$ cat config.mk
export PLATFORM = sky130hd
export DESIGN_NAME = scs_ctrl
export DESIGN_NICKNAME = d
export VERILOG_FILES = /design/src/design/scs_pkg.sv /design/src/design/scs_ctrl.sv
export VERILOG_INCLUDE_DIRS = /design/src /design/src/design
export SDC_FILE = /design/constraint.sdc
export NUM_CORES = 1
export LEC_CHECK = 0
export ABC_CLOCK_PERIOD_IN_PS = 2300
export BUFFER_PORTS_ARGS = -buffer_cell sky130_fd_sc_hd__clkbuf_2
export CAP_MARGIN = 25
export CORE_AREA = 4 4 41 43
export DETAILED_ROUTE_END_ITERATION = 16
export DIE_AREA = 0 0 45 47
export PLACE_DENSITY = 0.54
export SYNTH_ARGS = -nofsm -noshare
export SYNTH_HDL_FRONTEND = slang
export SYNTH_SLANG_ARGS = --single-unit
export TNS_END_PERCENT = 5
$ cat constraint.sdc
create_clock -name clk -period 2.3 [get_ports clk]
set_input_delay 0.46 -clock clk [delete_from_list [all_inputs] [get_ports clk]]
set_output_delay 0.46 -clock clk [all_outputs]
set_load 0.05 [all_outputs]
$ cat src/design/assert_macros.svh
// Assertion macros shared by the soft-clip score spreader modules.
`ifndef ASSERT_MACROS_SVH
`define ASSERT_MACROS_SVH

// Property checked on every rising edge of clk, switched off while rst is high.
`define SCS_ASSERT(label, prop, msg) \
  label: assert property (@(posedge clk) disable iff (rst) (prop)) else $error(msg);

// Property checked on every rising edge of clk, reset cycles included.
`define SCS_ASSERT_RST(label, prop, msg) \
  label: assert property (@(posedge clk) (prop)) else $error(msg);

`endif

$ cat src/design/scs_pkg.sv
// Package with the types, constants and register codes of the soft-clip score spreader.
package scs_pkg;

  localparam int DEFAULT_MAX_DEPTH  = 64;
  localparam int DEFAULT_SCORE_BITS = 16;

  localparam int CLIP_W      = 8;
  localparam int MP_W        = 7;
  localparam int THR_W       = 8;
  localparam int CFG_DATA_W  = 8;
  localparam int CFG_INDEX_W = 2;

  localparam int ACC_W   = 24;
  localparam int ONE_W   = 13;
  localparam int DEN_W   = 25;
  localparam int QUOT_W  = 16;
  localparam int DIV_STEPS = QUOT_W + 1;

  localparam logic [ACC_W-1:0] ACC_MAX = 24'hFF_FFFF;
  localparam logic [ONE_W-1:0] ONE_Q12 = 13'd4096;

  localparam logic [MP_W-1:0]  MP_RESET     = 7'd8;
  localparam logic [THR_W-1:0] THR_RESET    = 8'd2;
  localparam logic             SQUASH_RESET = 1'b0;

  localparam logic [CFG_INDEX_W-1:0] REG_MAX_PROP = 2'd0;
  localparam logic [CFG_INDEX_W-1:0] REG_MIN_CLIP = 2'd1;
  localparam logic [CFG_INDEX_W-1:0] REG_SQUASH   = 2'd2;

  typedef enum logic [2:0] {
    ST_CLEAR,
    ST_IDLE,
    ST_SPREAD,
    ST_SETTLE,
    ST_FETCH,
    ST_UPDATE,
    ST_DIVIDE,
    ST_RESULT
  } state_t;

  typedef struct packed {
    logic clear_en;
    logic load_in;
    logic spread_step;
    logic fetch;
    logic update;
    logic div_start;
    logic load_out;
  } ctrl_cmd_t;

  typedef struct packed {
    logic cfg_clear;
    logic clear_last;
    logic hit;
    logic spread_last;
    logic squash;
    logic den_zero;
  } dp_status_t;

  typedef struct packed {
    logic busy;
    logic done;
  } div_status_t;

endpackage

$ cat src/design/scs_ctrl.sv
// Controller state machine of the soft-clip score spreader.
`include "assert_macros.svh"

module scs_ctrl (
  input  logic                  clk,
  input  logic                  rst,
  input  logic                  in_valid,
  output logic                  in_ready,
  output logic                  out_valid,
  input  logic                  out_ready,
  input  scs_pkg::dp_status_t   st,
  input  scs_pkg::div_status_t  div,
  output scs_pkg::ctrl_cmd_t    cmd
);
  import scs_pkg::*;

  state_t state;
  state_t state_next;

  always_ff @(posedge clk) begin
    if (rst) begin
      state <= ST_CLEAR;
    end else begin
      state <= state_next;
    end
  end

  always_comb begin
    state_next = state;
    if (st.cfg_clear) begin
      state_next = ST_CLEAR;
    end else begin
      unique case (state)
        ST_CLEAR:  if (st.clear_last) state_next = ST_IDLE;
        ST_IDLE:   if (in_valid) state_next = st.hit ? ST_SPREAD : ST_FETCH;
        ST_SPREAD: if (st.spread_last) state_next = ST_SETTLE;
        ST_SETTLE: state_next = ST_FETCH;
        ST_FETCH:  state_next = ST_UPDATE;
        ST_UPDATE: state_next = (st.squash && !st.den_zero) ? ST_DIVIDE : ST_RESULT;
        ST_DIVIDE: if (div.done) state_next = ST_RESULT;
        ST_RESULT: if (!out_valid || out_ready) state_next = ST_IDLE;
        default:   state_next = ST_CLEAR;
      endcase
    end
  end

  always_comb begin
    cmd      = '0;
    in_ready = 1'b0;
    unique case (state)
      ST_CLEAR:  cmd.clear_en = 1'b1;
      ST_IDLE: begin
        in_ready    = !st.cfg_clear;
        cmd.load_in = in_valid && !st.cfg_clear;
      end
      ST_SPREAD: cmd.spread_step = 1'b1;
      ST_SETTLE: ;
      ST_FETCH:  cmd.fetch = 1'b1;
      ST_UPDATE: begin
        cmd.update    = 1'b1;
        cmd.div_start = st.squash && !st.den_zero;
      end
      ST_DIVIDE: ;
      ST_RESULT: cmd.load_out = !out_valid || out_ready;
      default: ;
    endcase
  end

  always_ff @(posedge clk) begin
    if (rst) begin
      out_valid <= 1'b0;
    end else if (cmd.load_out) begin
      out_valid <= 1'b1;
    end else if (out_ready) begin
      out_valid <= 1'b0;
    end
  end

  `SCS_ASSERT_RST(a_reset_state, rst |=> (state == ST_CLEAR && !out_valid), "reset not applied")
  `SCS_ASSERT(a_accept_starts, (in_valid && in_ready) |=> (state == ST_SPREAD || state == ST_FETCH), "accepted item not started")
  `SCS_ASSERT(a_no_overwrite, cmd.load_out |-> (!out_valid || out_ready), "waiting result overwritten")
  `SCS_ASSERT(a_divide_running, (state == ST_DIVIDE) |-> (div.busy || div.done), "waiting on idle divider")

endmodule

==> run summary <==
The half-perimeter wire length after placement is 680 um. The adder-cell share of the synthesized area came out at 0%. The multiplexer share of the synthesized area is 6.14%.

The xor/xnor cell area share of the yosys netlist is 0%. The pre-CTS setup slack is 0.559 ns. The count of endpoints failing setup in the final report is 0. The share of the cycle needed by the critical path after routing came out at 83.5%.

The total number of clock tree sinks came out at 4. The fraction of layout instances using a drive strength above 1 is 41.9%. The x dimension of the die is 45 um. The library cell used most frequently in the layout, excluding fill and tap cells, is sky130_fd_sc_hd__clkbuf_2. The relative slew slack is 71.3%. The number of antenna violations at the first check in global routing was 0. The kind of critical path is reg -> out.

STA classifies the critical path startpoint as a register. Dividing the detail-routed wire length by the instance count gives 10.8 um. The largest vdd supply drop came out at 0.188 mV.

The total CTS buffers is 3. Walking the worst path, the cells encountered are or3b_1, nor2_1, clkbuf_2. The number of buffer and inverter instances along the worst setup path came out at 1. Summing all multi-input logic gate instances after layout gives 250 um^2. Among all stages on the critical path, the largest delay is contributed by sky130_fd_sc_hd__or3b_1.

The end-of-flow core utilization came out at 36.2%. The synthesized netlist devotes 18.4% of its cell area to compound gates. The final estimated routing congestion in global placement is 0.715. The synthesized area per cell is 8.06 um^2. The insertion delay to the later sink of the worst-skew pair came out at 0.24 ns. Counting every instance in the synthesized netlist gives 43.

For the final database, setup skew stands at 0.00302 ns. The number of H-tree levels is 1. The cell area that synthesis handed to floorplanning was 347 um^2. The average via count per standard cell came out at 4.82. By area, the combinational part of the netlist is dominated by simple AND/OR/NAND/NOR gates.

The maximum count of clock buffers along a single path came out at 2. The total detailed-routing wirelength came out at 832 um. The leakage power came out at 0.218 nW. Across the whole layout, storage elements account for 80.1 um^2.

The count of filler cells inserted in the layout is 155. The final worst-path setup slack is 0.379 ns. The initialized floorplan defines 13 standard-cell rows. The number of hold buffers added after CTS was 0.

The DRC violation total after the first TritonRoute iteration came out at 4. The CTS tree is yes. The pin count of the biggest net entering global routing came out at 14. The initial standard-cell utilization of the core came out at 26.6%. The count of port buffers added during placement came out at 19. The worst endpoint data arrival time is 1.46 ns. The net total in the final layout is 76.

The overall power after layout is 0.000206 W. The clock period could shrink to 1.92 ns. The first global-routing pass estimated 1550 um of wire. After Yosys synthesis, and, or, nand and nor cells account for 43.3% of the synthesized area. The die covers 2120 um^2. The kind of end point of the critical path is an output port. In this design, the largest share of critical-path delay is due to simple AND/OR/NAND/NOR gates. The via count of the first global-routing pass came out at 369. The number of violations of the max-capacitance limit is 0.

STA puts the critical path data required time at 1.84 ns. The max-slew violation count is 0. Setup repair after global routing left no endpoint under its margin. Of all nets on the critical path, the largest fanout is 11. The slew of the pin with the lowest slew margin came out at 0.429 ns.

The routed via count came out at 371. The post-CTS setup buffer count came out at 0. The post-detailed-route count of antenna-violating nets is 0. In the layout the commonest cells are sky130_fd_sc_hd__clkbuf_2, sky130_fd_sc_hd__nor2_1, sky130_fd_sc_hd__dfxtp_1. The run finished with clean final reports. The growth of design area from synthesis to finish came out at 35.7%. The final hold violation count came out at 0.

The unique cell type count in the Yosys netlist came out at 26. The number of warnings issued by yosys came out at 0. The stage delay of the slowest cell on the critical path is 0.44 ns. Across every metal layer, demand over resource in global routing totals 10.4%. The maximum operating frequency is 521 MHz. The post-CTS clock slew at the launch and capture registers of the worst setup and hold paths came out at 0.04 ns. The areal power density over the cells came out at 438 nW/um^2. The root cell of the clock tree is sky130_fd_sc_hd__clkbuf_4. The total overflow reported by the global router is 0.

The type of the worst min-delay path is in -> reg. The number of top-level pins is 21. The repair_antennas step left the layout with diodes totalling 0. The residual DRC count came out at 0.

The number of iterations in the first detailed-routing pass came out at 2. The post-route setup TNS is 0 ns. Sequential cells were found to cover 23.1% of the synthesized design area.

The core region area came out at 1300 um^2. The die is 47 um tall. The total nets after synthesis is 55. The number of cells upsized or downsized after cts came out at 0. The number of register bits inferred by synthesis came out at 4.
[power by group]
part           switching, W  total [W]  internal [W]  leakage (nW)
sequential       0.00000454  0.0000758     0.0000713        0.0324
combinational     0.0000229  0.0000418     0.0000189         0.171
clock             0.0000300  0.0000885     0.0000585        0.0138
total             0.0000574   0.000206      0.000149         0.218
[registers in the layout, summed over array words and instances (netlist names)]
signal,cells
out_valid,1
state,3
[layer usage]
layer  global-route usage, %  vias to the layer above  wire (um)
li1                        -                      197          -
met1                    11.2                      165        346
met2                    17.2                        9        436
met3                    5.75                        0         48
met4                    3.51                        0          0
met5                       0                        -          0
[metrics by stage]
| step | hold WS (ns) | instances | instance area, um^2 |
|---|---|---|---|
| final | 0.444 | 77 | 470 |
| after detailed placement | 0.505 | 74 | 448 |
| after CTS | 0.441 | 77 | 470 |
| after floorplan | 0.529 | 43 | 362 |
| after global routing | 0.440 | 77 | 470 |
| after global placement | 0.509 | 74 | 448 |
[cells by family after synthesis]
logic type             after synthesis
buffers and inverters                4
and+or+nand+nor                     26
muxes                                2
DFF                                  4
AOI/OAI and AO/OA                    7
[synth_stat cells]
| library cell | instances | share of area (%) |
|---|---|---|
| sky130_fd_sc_hd__nor2_1 | 6 | 6.5 |
| sky130_fd_sc_hd__dfxtp_1 | 4 | 23 |
| sky130_fd_sc_hd__and2_1 | 3 | 5.4 |
| sky130_fd_sc_hd__nor2b_1 | 3 | 5.4 |
| sky130_fd_sc_hd__buf_6 | 2 | 6.5 |
| sky130_fd_sc_hd__nand2_1 | 2 | 2.2 |
| sky130_fd_sc_hd__nand2b_1 | 2 | 3.6 |
| sky130_fd_sc_hd__nor3_1 | 2 | 2.9 |
| sky130_fd_sc_hd__o32ai_1 | 2 | 5.1 |
| sky130_fd_sc_hd__a2111oi_2 | 1 | 4.3 |
| sky130_fd_sc_hd__a21oi_1 | 1 | 1.4 |
| sky130_fd_sc_hd__a22oi_1 | 1 | 2.2 |
| sky130_fd_sc_hd__and2_0 | 1 | 1.8 |
| sky130_fd_sc_hd__and2_4 | 1 | 2.5 |
| sky130_fd_sc_hd__and3b_1 | 1 | 2.5 |
| sky130_fd_sc_hd__buf_2 | 1 | 1.4 |
| sky130_fd_sc_hd__inv_1 | 1 | 1.1 |
| sky130_fd_sc_hd__mux2_2 | 1 | 3.2 |
| sky130_fd_sc_hd__mux2i_1 | 1 | 2.9 |
| sky130_fd_sc_hd__nand3_1 | 1 | 1.4 |
| sky130_fd_sc_hd__nor3b_1 | 1 | 2.2 |
| sky130_fd_sc_hd__nor4b_1 | 1 | 2.5 |
| sky130_fd_sc_hd__o221ai_1 | 1 | 2.5 |
| sky130_fd_sc_hd__o311a_1 | 1 | 2.9 |
| sky130_fd_sc_hd__or3_1 | 1 | 1.8 |
| sky130_fd_sc_hd__or3b_1 | 1 | 2.5 |
[cell type report]
type                       count  area share (%)
clock buffer                   3            4.79
tap                           15            3.99
multi-input combinational     35            53.2
sequential                     4            17.0
inverter                       1           0.798
timing repair buffer          19            20.2
[worst paths after layout]
kind,start,end,slack (ns),cells past startpoint
max,state[1],cmd[1],0.38,3
min,rst,out_valid,0.44,2
max reg2reg,state[1],state[2],0.71,3
min reg2reg,out_valid,out_valid,0.51,2
Note: power is estimated with default switching activity, not from simulation.
