File: src/design/assert_macros.svh
// Assertion macros shared by the soft-clip score spreader modules.
`ifndef ASSERT_MACROS_SVH
`define ASSERT_MACROS_SVH

// Property checked on every rising edge of clk, switched off while rst is high.
`define SCS_ASSERT(label, prop, msg) \
  label: assert property (@(posedge clk) disable iff (rst) (prop)) else $error(msg);

// Property checked on every rising edge of clk, reset cycles included.
`define SCS_ASSERT_RST(label, prop, msg) \
  label: assert property (@(posedge clk) (prop)) else $error(msg);

`endif

File: src/design/scs_pkg.sv
// Package with the types, constants and register codes of the soft-clip score spreader.
package scs_pkg;

  localparam int DEFAULT_MAX_DEPTH  = 64;
  localparam int DEFAULT_SCORE_BITS = 16;

  localparam int CLIP_W      = 8;
  localparam int MP_W        = 7;
  localparam int THR_W       = 8;
  localparam int CFG_DATA_W  = 8;
  localparam int CFG_INDEX_W = 2;

  localparam int ACC_W   = 24;
  localparam int ONE_W   = 13;
  localparam int DEN_W   = 25;
  localparam int QUOT_W  = 16;
  localparam int DIV_STEPS = QUOT_W + 1;

  localparam logic [ACC_W-1:0] ACC_MAX = 24'hFF_FFFF;
  localparam logic [ONE_W-1:0] ONE_Q12 = 13'd4096;

  localparam logic [MP_W-1:0]  MP_RESET     = 7'd8;
  localparam logic [THR_W-1:0] THR_RESET    = 8'd2;
  localparam logic             SQUASH_RESET = 1'b0;

  localparam logic [CFG_INDEX_W-1:0] REG_MAX_PROP = 2'd0;
  localparam logic [CFG_INDEX_W-1:0] REG_MIN_CLIP = 2'd1;
  localparam logic [CFG_INDEX_W-1:0] REG_SQUASH   = 2'd2;

  typedef enum logic [2:0] {
    ST_CLEAR,
    ST_IDLE,
    ST_SPREAD,
    ST_SETTLE,
    ST_FETCH,
    ST_UPDATE,
    ST_DIVIDE,
    ST_RESULT
  } state_t;

  typedef struct packed {
    logic clear_en;
    logic load_in;
    logic spread_step;
    logic fetch;
    logic update;
    logic div_start;
    logic load_out;
  } ctrl_cmd_t;

  typedef struct packed {
    logic cfg_clear;
    logic clear_last;
    logic hit;
    logic spread_last;
    logic squash;
    logic den_zero;
  } dp_status_t;

  typedef struct packed {
    logic busy;
    logic done;
  } div_status_t;

endpackage

File: src/design/scs_div.sv
// Restoring divider that forms the squashed ratio one quotient bit per cycle.
`include "assert_macros.svh"

module scs_div (
  input  logic                          clk,
  input  logic                          rst,
  input  logic                          start,
  input  logic [scs_pkg::ACC_W-1:0]     dividend,
  input  logic [scs_pkg::DEN_W-1:0]     divisor,
  output scs_pkg::div_status_t          status,
  output logic [scs_pkg::QUOT_W-1:0]    quotient
);
  import scs_pkg::*;

  localparam int CNT_W = $clog2(DIV_STEPS);
  localparam int REM_W = DEN_W + 1;

  logic             busy;
  logic             done;
  logic [CNT_W-1:0] cnt;
  logic [REM_W-1:0] rem;
  logic [DEN_W-1:0] div_q;
  logic [QUOT_W:0]  q;

  logic [REM_W-1:0] trial;
  logic             ge;

  // The first step compares the dividend itself; every later one doubles the remainder.
  always_comb begin
    trial = (cnt == '0) ? rem : {rem[REM_W-2:0], 1'b0};
    ge    = (trial >= REM_W'(div_q));
  end

  always_ff @(posedge clk) begin
    if (rst) begin
      busy <= 1'b0;
      done <= 1'b0;
      cnt  <= '0;
    end else begin
      done <= 1'b0;
      if (start) begin
        busy <= 1'b1;
        cnt  <= '0;
      end else if (busy) begin
        if (cnt == CNT_W'(DIV_STEPS - 1)) begin
          busy <= 1'b0;
          done <= 1'b1;
        end
        cnt <= cnt + CNT_W'(1);
      end
    end
  end

  always_ff @(posedge clk) begin
    if (start) begin
      rem   <= REM_W'(dividend);
      div_q <= divisor;
      q     <= '0;
    end else if (busy) begin
      rem <= ge ? (trial - REM_W'(div_q)) : trial;
      q   <= {q[QUOT_W-1:0], ge};
    end
  end

  // A ratio of exactly one sets the top quotient bit and saturates.
  assign quotient    = q[QUOT_W] ? {QUOT_W{1'b1}} : q[QUOT_W-1:0];
  assign status.busy = busy;
  assign status.done = done;

  `SCS_ASSERT(a_start_idle, start |-> !busy, "divider started while busy")
  `SCS_ASSERT(a_done_on_fall, $fell(busy) |-> done, "divider finished without done")
  `SCS_ASSERT(a_rem_below, (busy && cnt != '0) |-> (rem < REM_W'(div_q)), "remainder not reduced")

endmodule

File: config.mk
export PLATFORM = sky130hd
export DESIGN_NAME = scs_div
export DESIGN_NICKNAME = d
export VERILOG_FILES = /design/src/design/scs_pkg.sv /design/src/design/scs_div.sv
export VERILOG_INCLUDE_DIRS = /design/src /design/src/design
export SDC_FILE = /design/constraint.sdc
export NUM_CORES = 1
export LEC_CHECK = 0
export ABC_CLOCK_PERIOD_IN_PS = 3550
export BUFFER_PORTS_ARGS = -buffer_cell sky130_fd_sc_hd__buf_4
export CAP_MARGIN = 0
export CORE_AREA = 2 2 100 102
export DETAILED_ROUTE_END_ITERATION = 10
export DIE_AREA = 0 0 102 104
export GPL_ROUTABILITY_DRIVEN = 0
export PLACE_DENSITY = 0.78
export SYNTH_ARGS = -nofsm -noshare
export SYNTH_HDL_FRONTEND = slang
export SYNTH_SLANG_ARGS = --single-unit
export TNS_END_PERCENT = 1
File: constraint.sdc
create_clock -name clk -period 3.55 [get_ports clk]
set_input_delay 0.71 -clock clk [delete_from_list [all_inputs] [get_ports clk]]
set_output_delay 0.71 -clock clk [all_outputs]
set_load 0.1 [all_outputs]
==> results.sh <==
export IMPL_port_buffer_count=69
export IMPL_final_critical_path_time_including_i_o_delays_and_setup_ns=3.616
export IMPL_hold_path_endpoint="busy"
export IMPL_synthDistinctLibCells=55
export IMPL_drive_gt1_share_pct=40.54
export IMPL_clock_skew_ns=0.01285
export IMPL_drcViolationCount=0
export IMPL_die_height_um=104
export IMPL_leading_cell_types_by_total_area_after_synthesis="sky130_fd_sc_hd__edfxtp_1 30%, sky130_fd_sc_hd__dfxtp_1 11%, sky130_fd_sc_hd__ha_1 7.0%"
export IMPL_worst_slew_margin_rel_pct=55.72
export IMPL_io_pins=70
export IMPL_crit_top_cell="sky130_fd_sc_hd__ha_4"
export IMPL_asyncSetResetFlopFracSynth_pct=0
export IMPL_drt_pass1_iter_count=5
export IMPL_grt_pass1_wl_mm=20.07
export IMPL_post_place_cells=731
export IMPL_cts_root_buf="sky130_fd_sc_hd__clkbuf_8"
export IMPL_unrepaired_setup_endpoints_after_global_routing="true"
export IMPL_grt_remaining_overflow=0
export IMPL_post_route_util_pct=68.80
export IMPL_regToRegSetupSlack_ns=-0.07
export IMPL_r2r_cells=16
export IMPL_layout_commonest_cell="sky130_fd_sc_hd__buf_4"
export IMPL_avgViaCountPerCell=5.736
export IMPL_tritoncts_clock_tree="built"
export IMPL_critical_path_reg2reg_endpoint="rem[20]"
export IMPL_layout_common_cells="120 x sky130_fd_sc_hd__buf_4, 49 x sky130_fd_sc_hd__edfxtp_1, 47 x sky130_fd_sc_hd__nor2_1"
export IMPL_report_final_setup_viol=7
export IMPL_clock_tree_buffer_depth=2
export IMPL_worstSetupPathType="flop to flop"
export IMPL_final_critical_path_setup_slack_ns=-0.06569
export IMPL_timing_hold_worst_start="rst"
export IMPL_critical_path_max_fanout=7
export IMPL_clkTransAtPathRegs_ns=0.09
export IMPL_final_instance_count_excl_fill=762
export IMPL_cell_breakdown_of_the_critical_path="inv_2 -> ha_4 -> nor4b_4 -> buf_4 -> buf_12 -> buf_8 -> mux2_2 -> ha_4 -> and3_4 -> o21ai_1 -> a21boi_0 -> o211ai_1 -> a21oi_1 -> or4_1 -> nand3_1 -> a221o_1"
export IMPL_groute_usage_overall_pct=24.18
export IMPL_vias=4371
export IMPL_post_syn_instances=504
export IMPL_dp_hpwl_mm=8.434
export IMPL_wl_per_cell_um=17.25
export IMPL_worst_endpoint_required_ns=3.69
export IMPL_synth_top_cell_by_area="sky130_fd_sc_hd__edfxtp_1"
export IMPL_arrival_time_at_the_worst_endpoint_ns=3.75
export IMPL_edff_count_synth=49
export IMPL_grt_pass1_vias=4209
export IMPL_worstSkewPairLatency_ns=0.39
export IMPL_total_cts_buffers=9
export IMPL_status="finished with violations"
export IMPL_grt_start_max_net_pins=58
export IMPL_antennaDiodeCount=0
export IMPL_hold_path_cell_count=2
export IMPL_mappedNetlistNets=584
export IMPL_final_period_utilization_pct=101.9
export IMPL_antenna_violating_nets_post_route=0
export IMPL_clock_fmax_mhz=276.6
export IMPL_power_density_nw_per_um2=571.0
export IMPL_leakagePower_uw=0.002914
export IMPL_cap_violations=0
export IMPL_worst_slew_pin_transition_ns=0.6642
export IMPL_syn_avg_cell_area_um2=9.610
export IMPL_seq_area_frac_synth_pct=41.13
export IMPL_initial_util_pct=50.72
export IMPL_power_uw=3752
export IMPL_area_growth_synth_to_finish_pct=35.65
export IMPL_vdd_drop_max_mv=0.2888
export IMPL_postSynth_topFlopCell="sky130_fd_sc_hd__edfxtp_1"
export IMPL_tritoncts_num_sinks=75
export IMPL_startpoint_type="flop"
export IMPL_drt_iter0_markers=321
export IMPL_report_final_slew_viol_count=0
export IMPL_dieArea_um2=10610
export IMPL_postSynthRegisterBits=75
export IMPL_antenna_found_initial=0
export IMPL_timing_final_hold_violations=0
export IMPL_ctsHtreeMaxLevel=3
export IMPL_fill_cells=700
export IMPL_wl_mm=13.15
export IMPL_ys_warnings_count=0
export IMPL_final_net_count=704
export IMPL_number_of_rows_in_the_core_area=36
export IMPL_fp_dieW_um=102
export IMPL_setup_worst_path_start="cnt[1]"
export IMPL_syn_cell_area_um2=4843
export IMPL_synthDominantCellAreaShare_pct=30.38
export IMPL_violations="negative setup slack"
export IMPL_min_path_type="input port to flop"
export IMPL_crit_slowest_cell="sky130_fd_sc_hd__mux2_2"
export IMPL_worst_setup_path_end_kind="flop"
export IMPL_timing_rr_start="cnt[1]"
export IMPL_placeableCoreArea_um2=9549
export IMPL_cp_slowest_stage_delay_ns=0.38
-- synth_stat cells (2+ instances only) --
cell type and count:
sky130_fd_sc_hd__a41o_1 2, sky130_fd_sc_hd__o21bai_1 3, sky130_fd_sc_hd__a221o_1 2, sky130_fd_sc_hd__nand4_1 5, sky130_fd_sc_hd__xor2_1 4, sky130_fd_sc_hd__nor3_1 11, sky130_fd_sc_hd__and3_1 9, sky130_fd_sc_hd__inv_1 36
sky130_fd_sc_hd__dfxtp_1 26, sky130_fd_sc_hd__o21a_1 11, sky130_fd_sc_hd__edfxtp_1 49, sky130_fd_sc_hd__nor2b_1 2, sky130_fd_sc_hd__a31oi_1 12, sky130_fd_sc_hd__a21o_1 12, sky130_fd_sc_hd__a211oi_1 4, sky130_fd_sc_hd__buf_6 4
sky130_fd_sc_hd__or2_2 19, sky130_fd_sc_hd__or3_1 5, sky130_fd_sc_hd__ha_1 27, sky130_fd_sc_hd__and2_1 2, sky130_fd_sc_hd__nor2_1 48, sky130_fd_sc_hd__clkbuf_1 17, sky130_fd_sc_hd__a311oi_1 2, sky130_fd_sc_hd__nand3_1 12
sky130_fd_sc_hd__a21boi_0 6, sky130_fd_sc_hd__mux2i_1 18, sky130_fd_sc_hd__a211o_1 2, sky130_fd_sc_hd__nand2_1 40, sky130_fd_sc_hd__o211ai_1 8, sky130_fd_sc_hd__mux2_2 27, sky130_fd_sc_hd__buf_4 3, sky130_fd_sc_hd__xnor2_1 12
sky130_fd_sc_hd__a21oi_1 28, sky130_fd_sc_hd__o21ai_0 15
-- timing repair --
action / 4_1_cts / 5_1_grt
setup endpoints to repair: 25 / 26
hold buffers: 0 / 0
pin swaps: 15 / 30
gates resized for setup: 45 / 50
cloned: 2 / 0
setup buffers: 10 / 3
-- stage by stage --
step            TNS (ns)  hold WS [ns]  cell area [um2]  setup slack (ns)
3_3_place_gp     -0.2729        0.4942             5801           -0.1363
2_1_floorplan  -0.009254        0.4700             4860         -0.009254
4_1_cts         -0.02172        0.4634             6324          -0.02172
6_report         -0.2032        0.4796             6570          -0.06569
5_1_grt           -3.410        0.4700             6570           -0.1802
3_5_place_dp      -1.165        0.5107             5801           -0.1429
-- flip-flops by register name (all words and copies together), names as in the netlist --
signal,count
cnt,5
div_q,25
busy,1
rem,26
q,17
done,1
-- critical path: cells and delay by family, from the launching register on --
family | cells | cell delay (ns)
fa+ha+maj | 2 | 0.41
compound gates | 5 | 1.11
flops | 1 | 0.33
simple gates | 4 | 0.62
buf+inv | 4 | 0.50
mux | 1 | 0.38
-- report_power, final --
group,total (uW),switching (uW),internal (uW)
sequential,1120,56.5,1060
clock,625,364,261
combinational,2010,1020,993
total,3750,1440,2310
-- cells by family after synthesis --
logic type | count (synthesis) | synth area share [%]
and+or+nand+nor | 159 | 15.81
AOI/OAI and AO/OA | 119 | 16.92
DFF | 75 | 41.13
buffers and inverters | 61 | 5.580
muxes | 46 | 10.28
adders and majority gates | 28 | 7.388
xor gates and xnor gates | 16 | 2.893
-- layer usage --
| layer | wire, um | global-route usage [%] | vias up |
|---|---|---|---|
| met2 | 6408 | 39.43 | 211 |
| met3 | 1002 | 7.796 | 44 |
| met5 | 0 | 0 | - |
| li1 | - | - | 2060 |
| met1 | 5348 | 29.52 | 2056 |
| met4 | 386 | 9.143 | 0 |
-- worst max-delay path by stage --
stage | to | slack, ns
finish | rem[20] | -0.07
global placement | rem[23] | -0.14
detailed placement | rem[23] | -0.14
floorplan | rem[23] | -0.009
CTS | rem[21] | -0.02
global route | rem[20] | -0.18
-- cell type report --
type	instances	area, um2	share of cell area (%)
Clock buffer	10	127.6	1.942
Clock inverter	6	45.04	0.6856
Inverter	36	135.1	2.057
Multi-Input combinational cell	369	3030	46.12
Sequential cell	75	1994	30.36
Tap cell	133	166.4	2.533
Timing Repair Buffer	133	1071	16.30
Power figures use the tool's default switching activity.
